File: src/hw/rtl/bleradv_pkg.sv
`default_nettype none

package bleradv_pkg;

  // field widths
  localparam int MAC_W      = 48;
  localparam int UUID_W     = 16;
  localparam int UUID_N     = 6;
  localparam int ADDR_W     = 16;
  localparam int CODE_W     = 8;
  localparam int SENSOR_W   = 8;
  localparam int TIMEOUT_W  = 16;
  localparam int IDLE_W     = 17;
  localparam int CNT_W      = 4;
  localparam int CFG_DATA_W = 64;
  localparam int CFG_IDX_W  = 3;

  // default sensor slots
  localparam int NUM_BUTTONS_DEF = 8;

  // fixed values in the unmasked frame
  localparam logic [7:0] FRAME_B2   = 8'h00;
  localparam logic [7:0] FRAME_B3   = 8'h01;
  localparam logic [7:0] FRAME_B4   = 8'h02;
  localparam logic [7:0] FRAME_B5   = 8'h02;
  localparam logic [7:0] FRAME_B8   = 8'hF9;
  localparam logic [7:0] FRAME_B9   = 8'hF8;
  localparam logic [7:0] FRAME_B10  = 8'hF7;
  localparam logic [7:0] ACTION_BAD = 8'hF7;
  localparam int         PRESS_BIT  = 3;
  localparam logic [4:0] UUID_NEED  = 5'd6;

  localparam logic [IDLE_W-1:0]    IDLE_MAX        = '1;
  localparam logic [TIMEOUT_W-1:0] TIMEOUT_DEFAULT = 16'd1000;

  // configuration register indexes
  typedef enum logic [CFG_IDX_W-1:0] {
    REG_MAC_FILTER_ENABLE    = 3'd0,
    REG_MAC_MATCH            = 3'd1,
    REG_REMOTE_FILTER_ENABLE = 3'd2,
    REG_REMOTE_MATCH         = 3'd3,
    REG_IDLE_TIMEOUT_MS      = 3'd4,
    REG_BUTTON_CODES         = 3'd5,
    REG_BUTTON_COUNT         = 3'd6
  } reg_index_t;

  // result status codes
  typedef enum logic [2:0] {
    ST_ACCEPTED        = 3'd0,
    ST_MAC_FILTERED    = 3'd1,
    ST_MALFORMED       = 3'd2,
    ST_REMOTE_FILTERED = 3'd3,
    ST_DUPLICATE       = 3'd4,
    ST_BAD_CONST       = 3'd5,
    ST_BAD_ACTION      = 3'd6,
    ST_TICK            = 3'd7
  } status_t;

  typedef struct packed {
    logic                               opcode;
    logic [MAC_W-1:0]                   sender_mac;
    logic                               has_maker_data;
    logic                               has_svc_data;
    logic [4:0]                         uuid_count;
    logic [UUID_N-1:0][UUID_W-1:0]      uuid;
  } item_t;

  typedef struct packed {
    logic                  mac_filter_enable;
    logic [MAC_W-1:0]      mac_match;
    logic                  remote_filter_enable;
    logic [ADDR_W-1:0]     remote_match;
    logic [TIMEOUT_W-1:0]  idle_timeout_ms;
    logic [CFG_DATA_W-1:0] key_codes;
    logic [CNT_W-1:0]      button_count;
  } cfg_t;

  typedef struct packed {
    logic [SENSOR_W-1:0] sensor_bits;
    logic [7:0]          prev_action;
    logic [7:0]          prev_mask;
    logic [ADDR_W-1:0]   prev_remote;
    logic [IDLE_W-1:0]   idle_ms;
    logic                recent_activity;
  } state_t;

  typedef struct packed {
    status_t             status;
    logic [ADDR_W-1:0]   remote_addr;
    logic [CODE_W-1:0]   key_code;
    logic                pressed;
    logic                matched;
    logic [SENSOR_W-1:0] sensor_states;
    logic [SENSOR_W-1:0] release_pulse;
    logic                timed_out;
  } result_t;

endpackage

`default_nettype wire

File: src/hw/rtl/bleradv_decode.sv
`default_nettype none

module bleradv_decode #(
  parameter int NUM_BUTTONS = bleradv_pkg::NUM_BUTTONS_DEF
) (
  input  bleradv_pkg::item_t   item,
  input  bleradv_pkg::cfg_t    cfg,
  input  bleradv_pkg::state_t  st,
  output bleradv_pkg::result_t res,
  output bleradv_pkg::state_t  st_next
);
  import bleradv_pkg::*;

  // decode of one transaction against current state
  always_comb begin
    logic [7:0]        d [12];
    logic [ADDR_W-1:0] remote;
    logic [IDLE_W-1:0] idle_inc;
    logic              fire;
    logic              pressed;
    logic [CODE_W-1:0] code;
    logic              matched;
    logic [SENSOR_W-1:0] pulse;
    logic [SENSOR_W-1:0] bits;

    st_next = st;
    res     = '0;
    res.status = ST_ACCEPTED;

    // unpack low byte first, then unmask with byte 1
    for (int i = 0; i < UUID_N; i++) begin
      d[2*i]   = item.uuid[i][7:0];
      d[2*i+1] = item.uuid[i][15:8];
    end
    for (int i = 2; i < 12; i++) begin
      d[i] = d[i] ^ d[1];
    end
    remote  = {d[6], d[7]};
    pressed = d[0][PRESS_BIT];
    code    = d[11];

    // idle timer step for a tick
    idle_inc = (st.idle_ms == IDLE_MAX) ? st.idle_ms : st.idle_ms + 1'b1;
    fire     = st.recent_activity && (idle_inc > {1'b0, cfg.idle_timeout_ms});

    // sensor code compare over the slots in use
    matched = 1'b0;
    pulse   = '0;
    bits    = st.sensor_bits;
    for (int k = 0; k < NUM_BUTTONS; k++) begin
      if (CNT_W'(k) < cfg.button_count) begin
        if (cfg.key_codes[8*k +: 8] == code) begin
          matched = 1'b1;
          if (pressed) begin
            bits[k] = 1'b1;
          end else begin
            pulse[k] = 1'b1;
            bits[k]  = 1'b0;
          end
        end else begin
          bits[k] = 1'b0;
        end
      end
    end

    if (item.opcode) begin
      st_next.idle_ms = idle_inc;
      res.status      = ST_TICK;
      if (fire) begin
        st_next.sensor_bits     = '0;
        st_next.recent_activity = 1'b0;
        res.timed_out           = 1'b1;
      end
    end else if (cfg.mac_filter_enable && cfg.mac_match != item.sender_mac) begin
      res.status = ST_MAC_FILTERED;
    end else if (item.has_maker_data || item.has_svc_data || item.uuid_count != UUID_NEED) begin
      res.status = ST_MALFORMED;
    end else if (cfg.remote_filter_enable && cfg.remote_match != remote) begin
      res.status      = ST_REMOTE_FILTERED;
      res.remote_addr = remote;
    end else begin
      // address passed: restart idle timer
      st_next.idle_ms         = '0;
      st_next.recent_activity = 1'b1;
      res.remote_addr         = remote;
      if (st.prev_mask == d[1] && st.prev_action == d[0] && st.prev_remote == remote) begin
        res.status = ST_DUPLICATE;
      end else begin
        st_next.prev_action = d[0];
        st_next.prev_mask   = d[1];
        st_next.prev_remote = remote;
        if (d[2] != FRAME_B2 || d[3] != FRAME_B3 || d[4] != FRAME_B4 ||
            d[5] != FRAME_B5 || d[8] != FRAME_B8 || d[9] != FRAME_B9 ||
            d[10] != FRAME_B10) begin
          res.status = ST_BAD_CONST;
        end else if ((d[0] & ACTION_BAD) != 8'h00) begin
          res.status = ST_BAD_ACTION;
        end else begin
          res.status          = ST_ACCEPTED;
          res.key_code        = code;
          res.pressed         = pressed;
          res.matched         = matched;
          res.release_pulse   = pulse;
          st_next.sensor_bits = bits;
        end
      end
    end

    res.sensor_states = st_next.sensor_bits;
  end

endmodule

`default_nettype wire

File: src/hw/rtl/ble_remote_adv_decoder_core.sv
`default_nettype none

// path: a transaction is accepted into the input register, and its result
//   then moves through the decode pass into the output register
// throughput: one transaction per cycle while the output is not stalled, set by
//   the single decode pass between the input register and the result register
// reset: synchronous rst empties both stages, clears the decoder state and
//   loads register defaults (idle timeout 1000 ms, all else zero)
module ble_remote_adv_decoder_core #(
  parameter int NUM_BUTTONS = bleradv_pkg::NUM_BUTTONS_DEF
) (
  input  logic        clk,
  input  logic        rst,
  // configuration writes
  input  logic        cfg_we,
  input  logic [bleradv_pkg::CFG_IDX_W-1:0]  cfg_index,
  input  logic [bleradv_pkg::CFG_DATA_W-1:0] cfg_data,
  // input channel
  input  logic        in_valid,
  output logic        in_stall,
  input  logic        opcode,
  input  logic [47:0] sender_mac,
  input  logic        has_maker_data,
  input  logic        has_svc_data,
  input  logic [4:0]  uuid_count,
  input  logic [15:0] uuid_0,
  input  logic [15:0] uuid_1,
  input  logic [15:0] uuid_2,
  input  logic [15:0] uuid_3,
  input  logic [15:0] uuid_4,
  input  logic [15:0] uuid_5,
  // output channel
  output logic        out_valid,
  input  logic        out_stall,
  output logic [2:0]  status,
  output logic [15:0] remote_addr,
  output logic [7:0]  key_code,
  output logic        pressed,
  output logic        matched,
  output logic [7:0]  sensor_states,
  output logic [7:0]  release_pulse,
  output logic        timed_out
);
  import bleradv_pkg::*;

  cfg_t    cfg;
  item_t   s1_item;
  logic    s1_valid;
  state_t  st;
  state_t  st_next;
  result_t res_next;
  result_t out_res;
  logic    s2_free;
  logic    s1_adv;
  logic    in_take;

  // configuration registers
  always_ff @(posedge clk) begin
    if (rst) begin
      cfg.mac_filter_enable    <= 1'b0;
      cfg.mac_match            <= '0;
      cfg.remote_filter_enable <= 1'b0;
      cfg.remote_match         <= '0;
      cfg.idle_timeout_ms      <= TIMEOUT_DEFAULT;
      cfg.key_codes            <= '0;
      cfg.button_count         <= '0;
    end else if (cfg_we) begin
      unique case (reg_index_t'(cfg_index))
        REG_MAC_FILTER_ENABLE:    cfg.mac_filter_enable    <= cfg_data[0];
        REG_MAC_MATCH:            cfg.mac_match            <= cfg_data[MAC_W-1:0];
        REG_REMOTE_FILTER_ENABLE: cfg.remote_filter_enable <= cfg_data[0];
        REG_REMOTE_MATCH:         cfg.remote_match         <= cfg_data[ADDR_W-1:0];
        REG_IDLE_TIMEOUT_MS:      cfg.idle_timeout_ms      <= cfg_data[TIMEOUT_W-1:0];
        REG_BUTTON_CODES:         cfg.key_codes            <= cfg_data;
        REG_BUTTON_COUNT:         cfg.button_count         <= cfg_data[CNT_W-1:0];
        default: ;
      endcase
    end
  end

  // stage handshake
  assign s2_free  = !out_valid || !out_stall;
  assign s1_adv   = s1_valid && s2_free;
  assign in_stall = s1_valid && !s2_free;
  assign in_take  = in_valid && !in_stall;

  // input register
  always_ff @(posedge clk) begin
    if (rst) begin
      s1_valid <= 1'b0;
    end else if (in_take) begin
      s1_valid <= 1'b1;
    end else if (s1_adv) begin
      s1_valid <= 1'b0;
    end
  end

  always_ff @(posedge clk) begin
    if (in_take) begin
      s1_item.opcode         <= opcode;
      s1_item.sender_mac     <= sender_mac;
      s1_item.has_maker_data <= has_maker_data;
      s1_item.has_svc_data   <= has_svc_data;
      s1_item.uuid_count     <= uuid_count;
      s1_item.uuid           <= {uuid_5, uuid_4, uuid_3, uuid_2, uuid_1, uuid_0};
    end
  end

  // decode pass
  bleradv_decode #(
    .NUM_BUTTONS(NUM_BUTTONS)
  ) u_decode (
    .item    (s1_item),
    .cfg     (cfg),
    .st      (st),
    .res     (res_next),
    .st_next (st_next)
  );

  // decoder state, updated as each transaction leaves the input register
  always_ff @(posedge clk) begin
    if (rst) begin
      st <= '0;
    end else if (s1_adv) begin
      st <= st_next;
    end
  end

  // result register
  always_ff @(posedge clk) begin
    if (rst) begin
      out_valid <= 1'b0;
    end else if (s1_adv) begin
      out_valid <= 1'b1;
    end else if (out_valid && !out_stall) begin
      out_valid <= 1'b0;
    end
  end

  always_ff @(posedge clk) begin
    if (s1_adv) begin
      out_res <= res_next;
    end
  end

  assign status        = out_res.status;
  assign remote_addr   = out_res.remote_addr;
  assign key_code      = out_res.key_code;
  assign pressed       = out_res.pressed;
  assign matched       = out_res.matched;
  assign sensor_states = out_res.sensor_states;
  assign release_pulse = out_res.release_pulse;
  assign timed_out     = out_res.timed_out;

  // a timeout only comes from a tick and leaves every sensor off
  a_timeout_clears: assert property (@(posedge clk) disable iff (rst)
    out_valid && timed_out |-> status == ST_TICK && sensor_states == '0)
    else $error("timeout result with sensors still on");

  // a release pulse only from an accepted, matched release
  a_pulse_release: assert property (@(posedge clk) disable iff (rst)
    out_valid && release_pulse != '0 |-> status == ST_ACCEPTED && !pressed && matched)
    else $error("release pulse outside a matched release");

  // the state register tracks the sensor bitmap last reported
  a_state_follows: assert property (@(posedge clk) disable iff (rst)
    s1_adv |=> out_valid && st.sensor_bits == sensor_states)
    else $error("sensor state and reported bitmap disagree");

  // input stalls only while the input register holds a blocked transaction
  a_stall_cause: assert property (@(posedge clk) disable iff (rst)
    in_stall |-> s1_valid && out_valid && out_stall)
    else $error("input stalled without a blocked stage");

  // nothing pending right after reset
  a_reset_empty: assert property (@(posedge clk)
    rst |=> !out_valid && !s1_valid)
    else $error("pipeline not empty after reset");

endmodule

`default_nettype wire

File: config.mk
export PLATFORM = sky130hd
export DESIGN_NAME = ble_remote_adv_decoder_core
export DESIGN_NICKNAME = d
export VERILOG_FILES = /design/src/hw/rtl/bleradv_pkg.sv /design/src/hw/rtl/bleradv_decode.sv /design/src/hw/rtl/ble_remote_adv_decoder_core.sv
export SDC_FILE = /design/constraint.sdc
export NUM_CORES = 1
export LEC_CHECK = 0
export ABC_AREA = 1
export BUFFER_PORTS_ARGS = -buffer_cell sky130_fd_sc_hd__buf_4
export CAP_MARGIN = 20
export CORE_MARGIN = 2
export CORE_UTILIZATION = 50
export DETAILED_ROUTE_END_ITERATION = 6
export HOLD_SLACK_MARGIN = 0.15
export PLACE_DENSITY = 0.79
export SLEW_MARGIN = 20
export SYNTH_ARGS = -nofsm -noshare
export SYNTH_HDL_FRONTEND = slang
export SYNTH_SLANG_ARGS = --single-unit
File: constraint.sdc
create_clock -name clk -period 4.55 [get_ports clk]
set_input_delay 0.455 -clock clk [delete_from_list [all_inputs] [get_ports clk]]
set_output_delay 0.455 -clock clk [all_outputs]
set_load 0.01 [all_outputs]
Yosys cells after proc, flatten, opt, wreduce, memory -nomap -nowiden
Cells that the tools add are included.
{"block": "totals", "regBits": 408, "elab_cells": 218, "in_bits": 224, "output_inout_bits": 48}
{"block": "op_classes", "n_reduce_logical": 48, "n_addsub": 1, "magnitude_cmp": 9, "n_eq_ne": 31, "n_bitwise": 31, "n_mux": 56}
{"op": "$mux 58", "count": 3}
{"op": "$eq 8x8->1", "count": 10}
{"op": "$xor 8x8->8", "count": 10}
{"op": "$reduce_or 9->1", "count": 8}
{"op": "$ne 48x48->1", "count": 1}
{"op": "$mux 1", "count": 40}
{"op": "$mux 40", "count": 1}
{"op": "$mux 8", "count": 4}
{"op": "$ne 8x8->1 const B", "count": 3}
{"op": "$not 1->1", "count": 21}
{"op": "$mux 19", "count": 1}
{"op": "$mux 18", "count": 1}
{"op": "$add 17x1->17 const B", "count": 1}
{"op": "$eq 17x17->1 const B", "count": 1}
{"op": "$gt 17x16->1", "count": 1}
{"op": "$mux 17", "count": 1}
{"op": "$eq 16x16->1", "count": 1}
{"op": "$lt 3x4->1 const A", "count": 4}
{"op": "$ne 16x16->1", "count": 1}
{"op": "$ne 8x2->1 const B", "count": 2}
{"op": "$reduce_bool 8->1", "count": 2}
{"op": "$mux 3", "count": 5}
{"op": "$reduce_and 2->1", "count": 7}
{"op": "$eq 3x3->1 const B", "count": 3}
{"op": "19 further kinds", "count": 44}

Depth between registers and ports, before layout
Gate-level depths: netlist of the first run.
{"block": "logic_depth", "ltp_word": 18, "depth_mapped": 22, "ltp_nobuf": 22}

By module
Synthesis of the first run repeated with hierarchy kept, for this count alone.
{"block": "unflattened", "hier_cells": 2667, "area_unflattened_um2": 20547.2}
{"module": "ble_remote_adv_decoder_core", "area_per_inst_um2": 14092.3, "cells_each": 1350, "instances": 1, "seq_area_each_um2": 10149.7}
{"module": "bleradv_decode", "area_per_inst_um2": 6454.9, "cells_each": 1317, "instances": 1, "seq_area_each_um2": 0.0}

Worst setup path before layout of the first run
Ideal clock, no wire load.
{"block": "synth_path", "kind": "input -> register", "from": "input out_stall", "to": "register s1_item[0] (netlist name) (enable)", "required_time_ns": 4.045, "setup_ns": 0.505, "stages": 5, "path_buffers": 0, "path_slack_ns": 0.361, "arrival_time_ns": 3.685, "cell_sequence": "nand2_1 -> nor2_1 -> inv_1 -> nand2_1 -> inv_1"}
{"block": "synth_between", "elab_chain_len": 6}
{"element": "from (decl)", "line_no": "ble_remote_adv_decoder_core.sv:34", "text": "input logic out_stall,"}
{"element": "$logic_not 1->1", "line_no": "ble_remote_adv_decoder_core.sv:82", "text": "assign s2_free = !out_valid || !out_stall;"}
{"element": "$logic_or 1x1->1", "line_no": "ble_remote_adv_decoder_core.sv:82"}
{"element": "$logic_not 1->1", "line_no": "ble_remote_adv_decoder_core.sv:84", "text": "assign in_stall = s1_valid && !s2_free;"}
{"element": "$logic_and 1x1->1", "line_no": "ble_remote_adv_decoder_core.sv:84"}
{"element": "named net in_stall", "line_no": "ble_remote_adv_decoder_core.sv:20", "text": "output logic in_stall,"}
{"element": "$logic_not 1->1", "line_no": "ble_remote_adv_decoder_core.sv:85", "text": "assign in_take = in_valid && !in_stall;"}
{"element": "$logic_and 1x1->1", "line_no": "ble_remote_adv_decoder_core.sv:85"}
{"element": "named net in_take", "line_no": "ble_remote_adv_decoder_core.sv:55", "text": "logic in_take;"}
{"element": "to (decl)", "line_no": "ble_remote_adv_decoder_core.sv:47", "text": "item_t s1_item;"}
The timed path passes the listed nets, and every way through them passes these cells.
A chain may end at the register's enable or synchronous reset.

Worst setup path after layout of the first run
{"block": "layout_path", "from": "register, netlist name st[1]", "to": "register, netlist name st[51]"}
{"block": "layout_between", "elab_chain_len": 6, "elab_cells_between_ends": 7, "cone_classes": "1 x add/sub; 1 x order compare; 1 x eq/ne; 3 x mux; 1 x reduce/logical"}
{"element": "$add 17x1->17 / $eq 17x17->1 (equally long branches)", "line_no": "bleradv_decode.sv:43", "text": "idle_inc = (st.idle_ms == IDLE_MAX) ? st.idle_ms : st.idle_ms + 1'b1;"}
{"element": "$mux 17 (*)", "line_no": "bleradv_decode.sv:43"}
{"element": "$gt 17x16->1 (*)", "line_no": "bleradv_decode.sv:44", "text": "fire = st.recent_activity && (idle_inc > {1'b0, cfg.idle_timeout_ms});"}
{"element": "$logic_and 1x1->1 (*)", "line_no": "bleradv_decode.sv:44"}
{"element": "$mux 8 (*)", "line_no": "bleradv_decode.sv:69", "text": "if (fire) begin"}
{"element": "$mux 8 (*)", "line_no": "bleradv_decode.sv:66", "text": "if (item.opcode) begin"}
Every way passes the cells marked *; elsewhere a longest branch is shown, timed or not.

==> out/metrics.yaml, run 1 <==
worstPathRequired_ps: 5010
cts_max_level: 2
cp-startpoint: "st[1]"
power_uw: 8430
ys.flop_type: "dfxtp_1"
p_clk_frac: 0.397
dieArea_um2: 39900
synthArstFlopShare: 0
syn_nets: 2582
synth_top_area_cell: "edfxtp_1"
antenna_found_initial: 1
drt_wl_total_um: 57900
grt_pass1_wl_um: 88900
whs_ps: 166
cap_viol_max_count: 0
outcome: "finished clean"
cts_tree: "built"
start_util: 0.508
cp-end-kind: "flop"
worstSetupPathType: "flop to flop"
io_pins: 272
num_vias: 17400
die_y_um: 200
rows: 71
syn_inst: 2341
gp_congestion: 0.913
worstPathArrival_ps: 4240
numPortBuffers: 271
timing.rr.start: "st[1]"
period_needed_ps: 3780
crit_fanout: 9
clock_sinks: 408
worst_pin_slew_ps: 1020
final_nets: 3010
setup_viol: 0
first_iter_violations: 1461
p_int_uw: 6320
regArea_um2: 10100
p_switching_uw: 2110
cts_buffers: 43
grt_usage: 0.290
finalCritPeriodShare: 0.830
ctsResizeCount: 0
synth-seq-cells: 408
drv_slew: 0
peakVddDrop_mv: 0.296
comb_power_share: 0.113
ys_seq_area_frac: 0.530
hold_viol_final: 0
die_x_um: 200
clkLatencyLatePin_ps: 580
multi_input_area_um2: 7660
p_leak_uw: 0.0108
drc: 0
synth_edf_count: 198
grt-ovfl-total: 0
ant_nets: 0
synth_cell_types: 41
first_global_vias: 16900
hpwl_um: 39100
p_per_area_nw_per_um2: 341
avgSynthCellArea_um2: 8.17
clock_path_buffers: 3
r2r_setup_slack_ps: 770
drive_above_1_share: 0.146
fmax_mhz: 265
synthesis.area_um2: 19100
clkTransAtPathRegs_ps: 60
synth_top_area_frac: 0.311
grt_setup_unrepaired: "no"
root_buffer: "clkbuf_16"
syn_to_final_growth_pct: 29.2
seqPwrFrac: 0.490
switching_share: 0.251
r2r_cells: 21
crit_end: "st[51]"
finalSetupTns_ps: 0
fillCellCount: 3037
dr.pass1.iters: 6
cts_setup_buffers: 0
crit_path_start_kind: "flop"
rr_endpoint: "st[51]"
grt_max_degree: 148
cts_hold_buf: 184
fin_worst_skew_ps: 20.6
min_path_type: "primary input to flop"
floorplan.core_area_um2: 37700
ys.warnings.count: 0
slew_headroom: 0.321
avgRoutedWirePerCell_um: 17.5
synthTopCellsByArea: "edfxtp_1 (31%), dfxtp_1 (22%), nand2_1 (11%)"
vias_per_cell: 5.26
## cell usage in the layout (no fill, tap or decap), drive strengths merged
cell type,count
nand3,84
o22ai,10
nand3b,13
o21ai,216
clkbuf,59
o21a,1
nor3,14
or2,14
a211oi,2
nor4,10
ha,17
and2,1
and3,1
nor3b,2
inv,255
nand4,32
clkinv,19
diode,1
mux2i,1
a21oi,137
dlygate4sd3,184
xnor2,43
bufinv,1
o2111ai,2
dfxtp,210
nor2,345
xor2,53
clkinvlp,1
nand2,589
o211ai,7
edfxtp,198
buf,281
## cell usage after synthesis (32+ instances only)
library cell and number:
dfxtp_1 210, nand2_1 582, nand3_1 83, edfxtp_1 198, nand4_1 32, nor2_1 341, inv_1 247, xor2_1 53
o21ai_0 187, a21oi_1 109, clkbuf_1 56, xnor2_1 42
## per-stage QoR
stage	instance area, µm²	setup WS (ps)	instances	util
after floorplan	19100	361	2341	-
after global placement	21600	965	3051	0.572
after detailed placement	21600	789	3051	0.572
after CTS	24700	768	3313	0.656
after global routing	24700	381	3314	0.656
final	24700	772	3314	0.656
## logic make-up (layout without fill, tap and decap cells)
logic type	after synthesis	count (layout)	share of synthesized area
other cells	0	1	0
fa+ha+maj	17	17	0.0111
xor+xnor	96	96	0.0443
mux	1	1	0.000523
simple gates	1105	1105	0.237
buf+inv	339	800	0.0700
compound gates	375	375	0.106
flops	408	408	0.530
## routing by layer
metal | vias to the layer above | track usage | routed length, µm
li1 | 8436 | - | -
met1 | 8105 | 0.380 | 23900
met2 | 743 | 0.472 | 27100
met3 | 159 | 0.0491 | 4420
met4 | 0 | 0.126 | 2460
met5 | - | 0 | 0
## layout make-up
type                    instances  area share
diodes                          1    0.000101
clock buffers                  59      0.0476
clock inverters                19     0.00567
inverters                     257      0.0393
multi-input cells            1594       0.310
flip-flops and latches        408       0.411
well taps                     511      0.0259
repair buffers                465       0.161
## worst max-delay path, stage by stage (launching register included)
cell	delay, ps
dfxtp_1	350
ha_1	220
nand2_1	90
inv_1	70
nand3_1	100
nor2_1	80
nand2_1	200
nand3_1	200
nor4_1	380
nand3_1	180
xnor2_1	190
ha_1	300
nand2_1	60
nand3b_1	150
nor2_1	130
o21ai_0	90
nand3_1	110
nand3_1	310
nand3_1	230
nand3_1	90
nand2_1	100
inv_1	40
## sequential cells by signal, summed over array words and instances, names as in the netlist
signal         cells
matched            1
st                58
timed_out          1
pressed            1
sensor_states      8
status             3
s1_item          152
release_pulse      8
cfg              150
key_code           8
s1_valid           1
remote_addr       16
out_valid          1
## worst min path at each step
stage,startpoint,endpoint,slack (ps),cells after the start
global placement,cfg[144],cfg[144],450,2
global route,cfg_data[8],cfg[92],160,3
detailed placement,cfg[72],cfg[72],460,2
floorplan,cfg[69],cfg[69],440,2
finish,cfg_data[45],cfg[49],170,3
CTS,cfg_data[60],cfg[64],150,3
## power by group through the flow
stage	Clock (µW)	Combinational, µW	Sequential, µW
after floorplan	0	472	4170
after global placement	0	789	4200
after detailed placement	0	807	4200
after CTS	3370	937	4120
after global routing	3540	1050	4140
final	3350	956	4130
(Power assumes the default switching activity.)
==> run 2, diff against run 1 <==
Clock period 4.55 ns to 3.7 ns, I/O delays scaled along.
==> run 2 against run 1 <==
Compared with the run above:
- clock-buffer cell count decreased by 4
- final area increased by 3.0%
- utilization increased by 2.0 points
- sequential cell count unchanged
- largest cell class unchanged
- largest power group unchanged
==> out/metrics.yaml, run 2 (same netlist as run 1, synthesis figures left out) <==
final_nets: 3055  # was 3010
vias_per_cell: 5.28  # was 5.26
first_iter_violations: 1449  # was 1461
worstSetupPathType: "flop to flop"  # unchanged
peakVddDrop_mv: 0.393  # was 0.296 mV
layout_common_cells: "nand2_1 (582), nor2_1 (339), buf_4 (287)"  # was nand2_1 (582), nor2_1 (339), buf_4 (278)
p_leak_uw: 0.0111  # was 0.0108 µW
grt_pass1_wl_um: 90800  # was 88900 µm
p_per_area_nw_per_um2: 437  # was 341 nW/µm²
floorplan.core_area_um2: 37700  # unchanged
die_x_um: 200  # unchanged
clock_path_buffers: 3  # unchanged
grt-ovfl-total: 0  # unchanged
num_vias: 17700  # was 17400
clkTransAtPathRegs_ps: 60  # about the same
cp-startpoint: "st[1]"  # unchanged
period_needed_ps: 3260  # was 3780 ps
largestRegisters: "s1_item x152, cfg x150, st x58"  # unchanged
setup_viol: 0  # unchanged
clock_sinks: 408  # unchanged
crit_fanout: 9  # unchanged
antenna_found_initial: 5  # was 1
gp_congestion: 0.923  # was 0.913
dieArea_um2: 39900  # unchanged
cap_viol_max_count: 0  # unchanged
ant_nets: 0  # unchanged
r2r_setup_slack_ps: 440  # was 770 ps
first_global_vias: 17300  # was 16900
fmax_mhz: 307  # was 265 MHz
cts_tree: "built"  # unchanged
drt_wl_total_um: 59400  # was 57900 µm
worstPathRequired_ps: 4210  # was 5010 ps
hold_viol_final: 0  # unchanged
cp-end-kind: "flop"  # unchanged
top_register: "s1_item"  # unchanged
timing.rr.start: "st[1]"  # unchanged
finalSetupTns_ps: 0  # unchanged
clkLatencyLatePin_ps: 580  # about the same
cts_max_level: 2  # unchanged
drc: 0  # unchanged
worst_pin_slew_ps: 1170  # was 1020 ps
cts_buffers: 43  # unchanged
grt_setup_unrepaired: "no"  # unchanged
io_pins: 272  # unchanged
numPortBuffers: 271  # unchanged
drive_above_1_share: 0.153  # was 0.146
final_common_cell: "nand2_1"  # unchanged
slew_headroom: 0.221  # was 0.321
avgRoutedWirePerCell_um: 17.7  # was 17.5 µm
start_util: 0.508  # unchanged
crit_end: "st[54]"  # was st[51]
outcome: "finished clean"  # unchanged
hpwl_um: 38200  # was 39100 µm
r2r_cells: 22  # was 21
min_path_type: "primary input to flop"  # unchanged
die_y_um: 200  # unchanged
dr.pass1.iters: 7  # was 6
syn_to_final_growth_pct: 33.1  # was 29.2%
largest_register_ffs: 152  # unchanged
fin_worst_skew_ps: 24.5  # was 20.6 ps
grt_max_degree: 153  # was 148
crit_path_start_kind: "flop"  # unchanged
rr_endpoint: "st[54]"  # was st[51]
worstPathArrival_ps: 3770  # was 4240 ps
drv_slew: 0  # unchanged
power_uw: 11100  # was 8430 µW
rows: 71  # unchanged
root_buffer: "clkbuf_16"  # unchanged
finalCritPeriodShare: 0.881  # was 0.830
cts_setup_buffers: 0  # unchanged
grt_usage: 0.296  # was 0.290
[run 2: cell type report]
cell class | instances | area [µm²]
sequential | 408 | 10100
clock inverter | 23 | 307
timing repair buffer | 510 | 4420
fill | 2919 | 12200
multi-input combinational | 1594 | 7690
tap | 511 | 639
antenna | 5 | 12.5
inverter | 257 | 971
clock buffer | 55 | 1280
[run 2: worst min path at each step]
stage	from	endpoint	slack (ps)	cells after the start
2_1_floorplan	cfg[69]	cfg[69]	440	2
3_3_place_gp	cfg[102]	cfg[102]	450	2
3_5_place_dp	cfg[69]	cfg[69]	460	2
4_1_cts	cfg_data[15]	cfg[83]	180	3
5_1_grt	cfg_data[15]	cfg[19]	220	3
6_report	cfg_data[15]	cfg[83]	220	3
[run 2: critical path: stages, from the launching register on]
cell	delay, ps
dfxtp_1	400
ha_1	190
nand2_1	80
inv_1	100
nand2_1	90
nor2_1	180
nand4_1	150
nor2_1	190
nor3_2	80
nor3b_1	140
a21oi_1	230
ha_1	310
nand2_1	70
inv_1	50
nand3_1	80
nor2_1	60
o21ai_0	160
nand3_1	170
nand3_4	160
nand3_1	110
nand3_1	110
nand2_1	60
inv_1	50
[run 2: timing repair]
action	in CTS	in global routing
hold buffers	220	0
setup endpoints to repair	0	17
gates resized for setup	0	5
hold endpoints to repair	271	0
[run 2: report_power, final]
part | internal (µW) | leakage, µW | switching, µW
sequential | 4940 | 0.00366 | 123
combinational | 558 | 0.00666 | 681
clock | 2940 | 0.000780 | 1870
[run 2: layer usage]
metal,up-vias,share of wire,routed length [µm],GRT usage
met4,0,0.049,2910,0.155
met3,184,0.073,4340,0.0435
li1,8535,-,-,-
met5,-,0,0,0
met2,819,0.48,28400,0.494
met1,8209,0.40,23700,0.373
[run 2: stage by stage]
stage / setup slack [ps] / hold slack, ps / utilization / cells / cell area [µm²]
global placement: 254 / 453 / 0.574 / 3060 / 21600
floorplan: 205 / 435 / - / 2341 / 19100
global route: 29.0 / 224 / 0.676 / 3363 / 25500
finish: 439 / 220 / 0.676 / 3363 / 25500
CTS: 177 / 179 / 0.675 / 3358 / 25400
detailed placement: 191 / 459 / 0.574 / 3060 / 21600
